===== src/rtl/core/bbci_pkg.sv =====
// ----------------------------------------------------------------------------
// bbci_pkg
// Shared types, codes and constants of the black-body color lookup block.
// ----------------------------------------------------------------------------
package bbci_pkg;

   localparam int DEFAULT_TABLE_ENTRIES = 64;

   localparam int TEMP_W       = 20;
   localparam int SCALE_W      = 32;
   localparam int RAW_W        = 24;
   localparam int ENTRY_IDX_W  = 6;
   localparam int CHAN_W       = 2;
   localparam int WORD_W       = 18;
   localparam int COLOR_W      = 32;
   localparam int FRAC_W       = 17;
   localparam int CSR_IDX_W    = 3;
   localparam int CSR_DATA_W   = 32;
   localparam int NUM_CHANNELS = 3;

   // Cycles from an accepted request to the edge that takes its result.
   localparam int PIPE_LATENCY = 7;

   localparam logic [FRAC_W-1:0] FRAC_ONE = 17'h10000;

   localparam logic KIND_EVAL  = 1'b0;
   localparam logic KIND_WRITE = 1'b1;

   localparam logic [CHAN_W-1:0] CH_RED   = 2'd0;
   localparam logic [CHAN_W-1:0] CH_GREEN = 2'd1;
   localparam logic [CHAN_W-1:0] CH_BLUE  = 2'd2;

   localparam logic [CSR_IDX_W-1:0] CSR_T_MIN            = 3'd0;
   localparam logic [CSR_IDX_W-1:0] CSR_T_MAX            = 3'd1;
   localparam logic [CSR_IDX_W-1:0] CSR_INDEX_SCALE      = 3'd2;
   localparam logic [CSR_IDX_W-1:0] CSR_NORMALIZE_ENABLE = 3'd3;
   localparam logic [CSR_IDX_W-1:0] CSR_RAW_SCALE        = 3'd4;

   localparam logic [TEMP_W-1:0]  T_MIN_RESET       = 20'd16000;
   localparam logic [TEMP_W-1:0]  T_MAX_RESET       = 20'd640000;
   localparam logic [SCALE_W-1:0] INDEX_SCALE_RESET = 32'd433625;
   localparam logic               NORMALIZE_RESET   = 1'b1;
   localparam logic [RAW_W-1:0]   RAW_SCALE_RESET   = 24'd65536;

   typedef struct packed {
      logic                   kind;
      logic [TEMP_W-1:0]      temperature;
      logic [ENTRY_IDX_W-1:0] entry_index;
      logic [CHAN_W-1:0]      channel;
      logic [WORD_W-1:0]      entry_value;
   } req_type;

   typedef struct packed {
      logic [COLOR_W-1:0] red;
      logic [COLOR_W-1:0] green;
      logic [COLOR_W-1:0] blue;
   } rsp_type;

   typedef struct packed {
      logic valid;
      logic is_write;
   } pipe_ctl_type;

   typedef struct packed {
      logic [ENTRY_IDX_W-1:0] entry_index;
      logic [CHAN_W-1:0]      channel;
      logic [WORD_W-1:0]      value;
   } table_wr_type;

   // One table entry: word 0 red, word 1 green, word 2 blue.
   typedef logic [NUM_CHANNELS-1:0][WORD_W-1:0] color_words_type;

endpackage


===== src/rtl/core/bbci_position.sv =====
// ----------------------------------------------------------------------------
// bbci_position
// Clamps the temperature, scales its offset to a table position and splits
// the position into an entry index and a Q.16 fraction.
// ----------------------------------------------------------------------------
module bbci_position #(
   parameter int TABLE_ENTRIES = bbci_pkg::DEFAULT_TABLE_ENTRIES,
   localparam int IDX_W = $clog2(TABLE_ENTRIES)
) (
   input  logic                              clock,
   input  logic                              reset,
   input  logic                              accept,
   input  logic                              kind,
   input  logic [bbci_pkg::TEMP_W-1:0]       temperature,
   input  logic [bbci_pkg::TEMP_W-1:0]       t_min,
   input  logic [bbci_pkg::TEMP_W-1:0]       t_max,
   input  logic [bbci_pkg::SCALE_W-1:0]      index_scale,
   output bbci_pkg::pipe_ctl_type            ctl,
   output logic [IDX_W-1:0]                  index,
   output logic [bbci_pkg::FRAC_W-1:0]       frac
);
   import bbci_pkg::*;

   localparam int POS_W = TEMP_W + SCALE_W;
   localparam logic [TEMP_W-1:0] LAST_BASE = TEMP_W'(TABLE_ENTRIES - 2);

   logic [TEMP_W-1:0] t_clamp;
   logic [TEMP_W-1:0] offset_in;
   logic [TEMP_W-1:0] offset_ff;
   logic [POS_W-1:0]  pos_in;
   logic [POS_W-1:0]  pos_ff;
   logic [TEMP_W-1:0] base_raw;
   logic              capped;
   pipe_ctl_type      ctl1_in;
   pipe_ctl_type      ctl1_ff;
   pipe_ctl_type      ctl2_ff;

   // The low bound is tested first, so an inverted range ends at zero offset.
   always_comb begin
      if (temperature < t_min) begin
         t_clamp = t_min;
      end else if (temperature > t_max) begin
         t_clamp = t_max;
      end else begin
         t_clamp = temperature;
      end
      offset_in = (t_clamp >= t_min) ? (t_clamp - t_min) : '0;
      ctl1_in.valid    = accept;
      ctl1_in.is_write = (kind == KIND_WRITE);
   end

   assign pos_in = POS_W'(offset_ff) * POS_W'(index_scale);

   always_ff @(posedge clock) begin
      if (reset) begin
         ctl1_ff <= '0;
         ctl2_ff <= '0;
      end else begin
         ctl1_ff <= ctl1_in;
         ctl2_ff <= ctl1_ff;
      end
   end

   always_ff @(posedge clock) begin
      offset_ff <= offset_in;
      pos_ff    <= pos_in;
   end

   // A capped index always leaves at least one whole step, so the fraction
   // is limited to one and the result sits on the last entry.
   always_comb begin
      base_raw = pos_ff[POS_W-1:SCALE_W];
      capped   = (base_raw > LAST_BASE);
      index    = capped ? IDX_W'(TABLE_ENTRIES - 2) : base_raw[IDX_W-1:0];
      frac     = capped ? FRAC_ONE : {1'b0, pos_ff[SCALE_W-1:16]};
   end

   assign ctl = ctl2_ff;

endmodule


===== config.mk =====
export PLATFORM = sky130hd
export DESIGN_NAME = bbci_position
export DESIGN_NICKNAME = d
export VERILOG_FILES = /design/src/rtl/core/bbci_pkg.sv /design/src/rtl/core/bbci_position.sv
export SDC_FILE = /design/constraint.sdc
export NUM_CORES = 2
export LEC_CHECK = 0
export BUFFER_PORTS_ARGS = -buffer_cell sky130_fd_sc_hd__clkbuf_2
export CORE_MARGIN = 5
export CORE_UTILIZATION = 59
export DETAILED_ROUTE_END_ITERATION = 8
export GPL_ROUTABILITY_DRIVEN = 0
export PLACE_DENSITY = 0.8
export SYNTH_ARGS = -nofsm -noshare
export SYNTH_HDL_FRONTEND = slang
export SYNTH_SLANG_ARGS = --single-unit
export TNS_END_PERCENT = 50

===== constraint.sdc =====
create_clock -name clock -period 7.6 [get_ports clock]
set_input_delay 1.52 -clock clock [delete_from_list [all_inputs] [get_ports clock]]
set_output_delay 1.52 -clock clock [all_outputs]
set_load 0.05 [all_outputs]

==> impl_metrics.csv <==
group,metric,value,unit
setup_path,crit_path_start_kind,"primary input",
timing,timing.final.max_slew_violations,0,
setup_path,critical_path_arrival,7960,ps
floorplanning,die-height,212,um
floorplanning,chipWidth,212,um
route,routed_wl,65800,um
clock_tree,worstSkewPairLatency,340,ps
floorplanning,die_area,45000,um^2
timing,setup_viol,3,
global_routing,grt_pass1_vias,21378,
route,dr_total_vias,19769,
logic_synthesis,synth-seq-area-share,4.98,%
layout,area.growth.synth_to_final,15.3,%
floorplanning,floorplan.initialDensity,59.3,%
layout,layout.cells.most_common,"inv_1",
min_path,worst_hold_startpoint,"ctl1_ff[1]$_SDFF_PP0_",
global_routing,maximum_number_of_pins_on_one_net_before_global_route_repair,40,
global_routing,track_usage,29.1,%
route,vias_per_cell,5.59,
route,drtPass1Iterations,8,
setup_path,critical-path-top-delay-family,"adder cells",
logic_synthesis,netlist_area,24100,um^2
outcome,outcome,"finished with violations",
logic_synthesis,syn_nets,3631,
route,number_of_antenna_violating_nets_in_the_routed_design,0,
layout,nNetsFinal,3849,
outcome,violations_in_the_final_reports,"setup timing",
logic_synthesis,synth_async_sr_flop_share,0,%
timing,fmax,130,MHz
setup_path,crit_path_start,"index_scale[9]",
timing,slew-limit-headroom,24.9,%
timing,final_hold_violation_count,0,
clock_tree,htree_num_levels,3,
setup_path,critPathSlowestCell,"fa_1",
route,post_drt_wl_per_cell,18.6,um
logic_synthesis,synth_area_leaders,"fa_1, ha_1, inv_1",
timing,final_period_minus_worst_setup_slack,7680,ps
global_routing,grt_pass1_wl,105000,um
layout,diodes,0,
setup_path,timing.critical_path.fanout_max,7,
clock_tree,cts_made_buffers,9,
setup_path,cpMostUsedCell,"fa_1",
setup_path,critical_path_required,7880,ps
clock_tree,cts.reportedPaths.clkPinSlew,50,ps
logic_synthesis,synthCells,2780,
route,drc_errors,0,
logic_synthesis,yosysTopAreaCell,"fa_1",
clock_tree,tritoncts,"done",
clock_tree,max-clock-path-buffers,2,
placed_design,placed_cells,3496,
placed_design,dp.final_hpwl,54200,um
timing,timing_worst_slew_pin_value,1130,ps
clock_tree,cts_hold_repair.buffers,0,
placed_design,portBuffers,120,
setup_path,regToRegStartpoint,"offset_ff[5]$_SDFF_PN0_",
layout,final.fill_count,2947,
job,cap_viol_max_count,0,
logic_synthesis,postSynthAreaPerCell,8.67,um^2
layout,postLayoutCellArea,27800,um^2
logic_synthesis,synthFlopType,"dfxtp_1",
layout,register_area,1200,um^2
logic_synthesis,yosys.area.top_type_share,44.5,%
layout,multiInputGateArea,20600,um^2
setup_path,setup_crit_path_kind,"primary input to flop",
layout,post_route_cells_drive_above_1_share,16.2,%
min_path,worst_hold_path_type,"flop to flop",
placed_design,dpl_cell_area,26500,um^2
timing,post-route-period-util,101,%
floorplanning,floorplan.core_area,40600,um^2
timing,postLayoutSetupSlackWorst,-79.7,ps
route,detail_route.iter0.violations,1404,
timing,finalClockSkew,6.83,ps
layout,layout.cells.non_filler,3534,
setup_path,worst_setup_path_end_kind,"flop",
floorplanning,num_io_pins,121,
timing,grt_setup_unrepaired,"true",
layout,layout.cells.most_common_list,"inv_1, fa_1, nand2_1, and2_1, buf_4",
logic_synthesis,yosys_warnings,0,
logic_synthesis,synth_edf_count,0,
setup_path,worst_path_largest_cell_delay,590,ps
floorplanning,placementRows,74,
logic_synthesis,postSynthRegisterBits,60,
setup_path,critical_path_buf_inv_count,9,
clock_tree,numClockSinks,60,
timing,hold_ws,434,ps
global_routing,grt_overflow,0,
clock_tree,clk_root_buffer_cell,"clkbuf_16",
global_routing,antenna_found_initial,0,
logic_synthesis,synth.distinct_cells,66,
-- logic make-up after synthesis --
group	after synthesis	share of synthesized area (%)
fa+ha+maj	755	55.9
xor+xnor	49	1.78
flops	60	4.98
simple gates	864	17.6
compound gates	246	6.60
mux	21	0.877
buf+inv	785	12.3
-- cell type report --
cell class | instances | share of cell area [%]
clock buffer | 12 | 0.959
clock inverter | 3 | 0.162
inverter | 635 | 8.57
multi-input combinational | 1935 | 74.0
sequential | 60 | 4.32
tap | 532 | 2.39
timing repair buffer | 357 | 9.55
-- synthesized netlist by cell type, drive strengths merged (12+ instances only) --
master / instances
ha: 219
clkbuf: 138
a211oi: 14
nor2: 54
nand3: 17
nand4: 20
a21o: 38
fa: 536
inv: 635
buf: 12
o21ai: 67
and2: 313
dfxtp: 60
a21oi: 63
xor2: 18
mux2i: 20
nand2: 408
xnor2: 31
-- flip-flops by register name, indices dropped and copies added, names as in the netlist --
signal     flops
offset_ff     20
ctl1_ff        2
ctl            2
pos_ff        36
-- through the flow --
step / utilization, % / TNS, ps / setup WS, ps
2_1_floorplan: - / 0 / 2.09
3_3_place_gp: 65.2 / -6340 / -578
3_5_place_dp: 65.2 / -8680 / -634
4_1_cts: 66.7 / -30.8 / -28.1
5_1_grt: 68.4 / -1740 / -215
6_report: 68.4 / -166 / -79.7
-- worst reg2reg max path, delay by kind of cell, from the launching register on --
family / cells / cell delay (ps)
AO/OA/AOI/OAI: 5 / 770
XOR/XNOR: 1 / 140
adder cells (fa/ha/maj): 8 / 4050
buffers and inverters: 6 / 670
flip-flops: 1 / 1060
AND/OR/NAND/NOR: 4 / 650
-- repair_timing --
action | in CTS | in global routing
resized for setup | 48 | 148
pin swaps | 19 | 78
endpoints found under the setup margin | 12 | 23
setup buffers | 7 | 16
cloned | 0 | 1
-- per-layer routing --
layer	GRT usage, %	vias up	share of wire, %
li1	-	8710	-
met1	36.3	9933	37
met2	51.4	880	51
met3	4.28	246	6.8
met4	11.0	0	4.9
met5	0	-	0
-- worst paths after layout --
path	cells after the start	to	slack [ps]
setup / recovery	27	pos_ff[47]$_DFF_P_	-80
hold / removal	1	ctl[1]$_SDFF_PP0_	430
setup reg to reg	24	pos_ff[47]$_DFF_P_	190
hold reg to reg	1	ctl[1]$_SDFF_PP0_	430
Power is left out: the tool's default activity adds up to more than one toggle a clock period on the data nets, which glitch-free logic cannot reach.
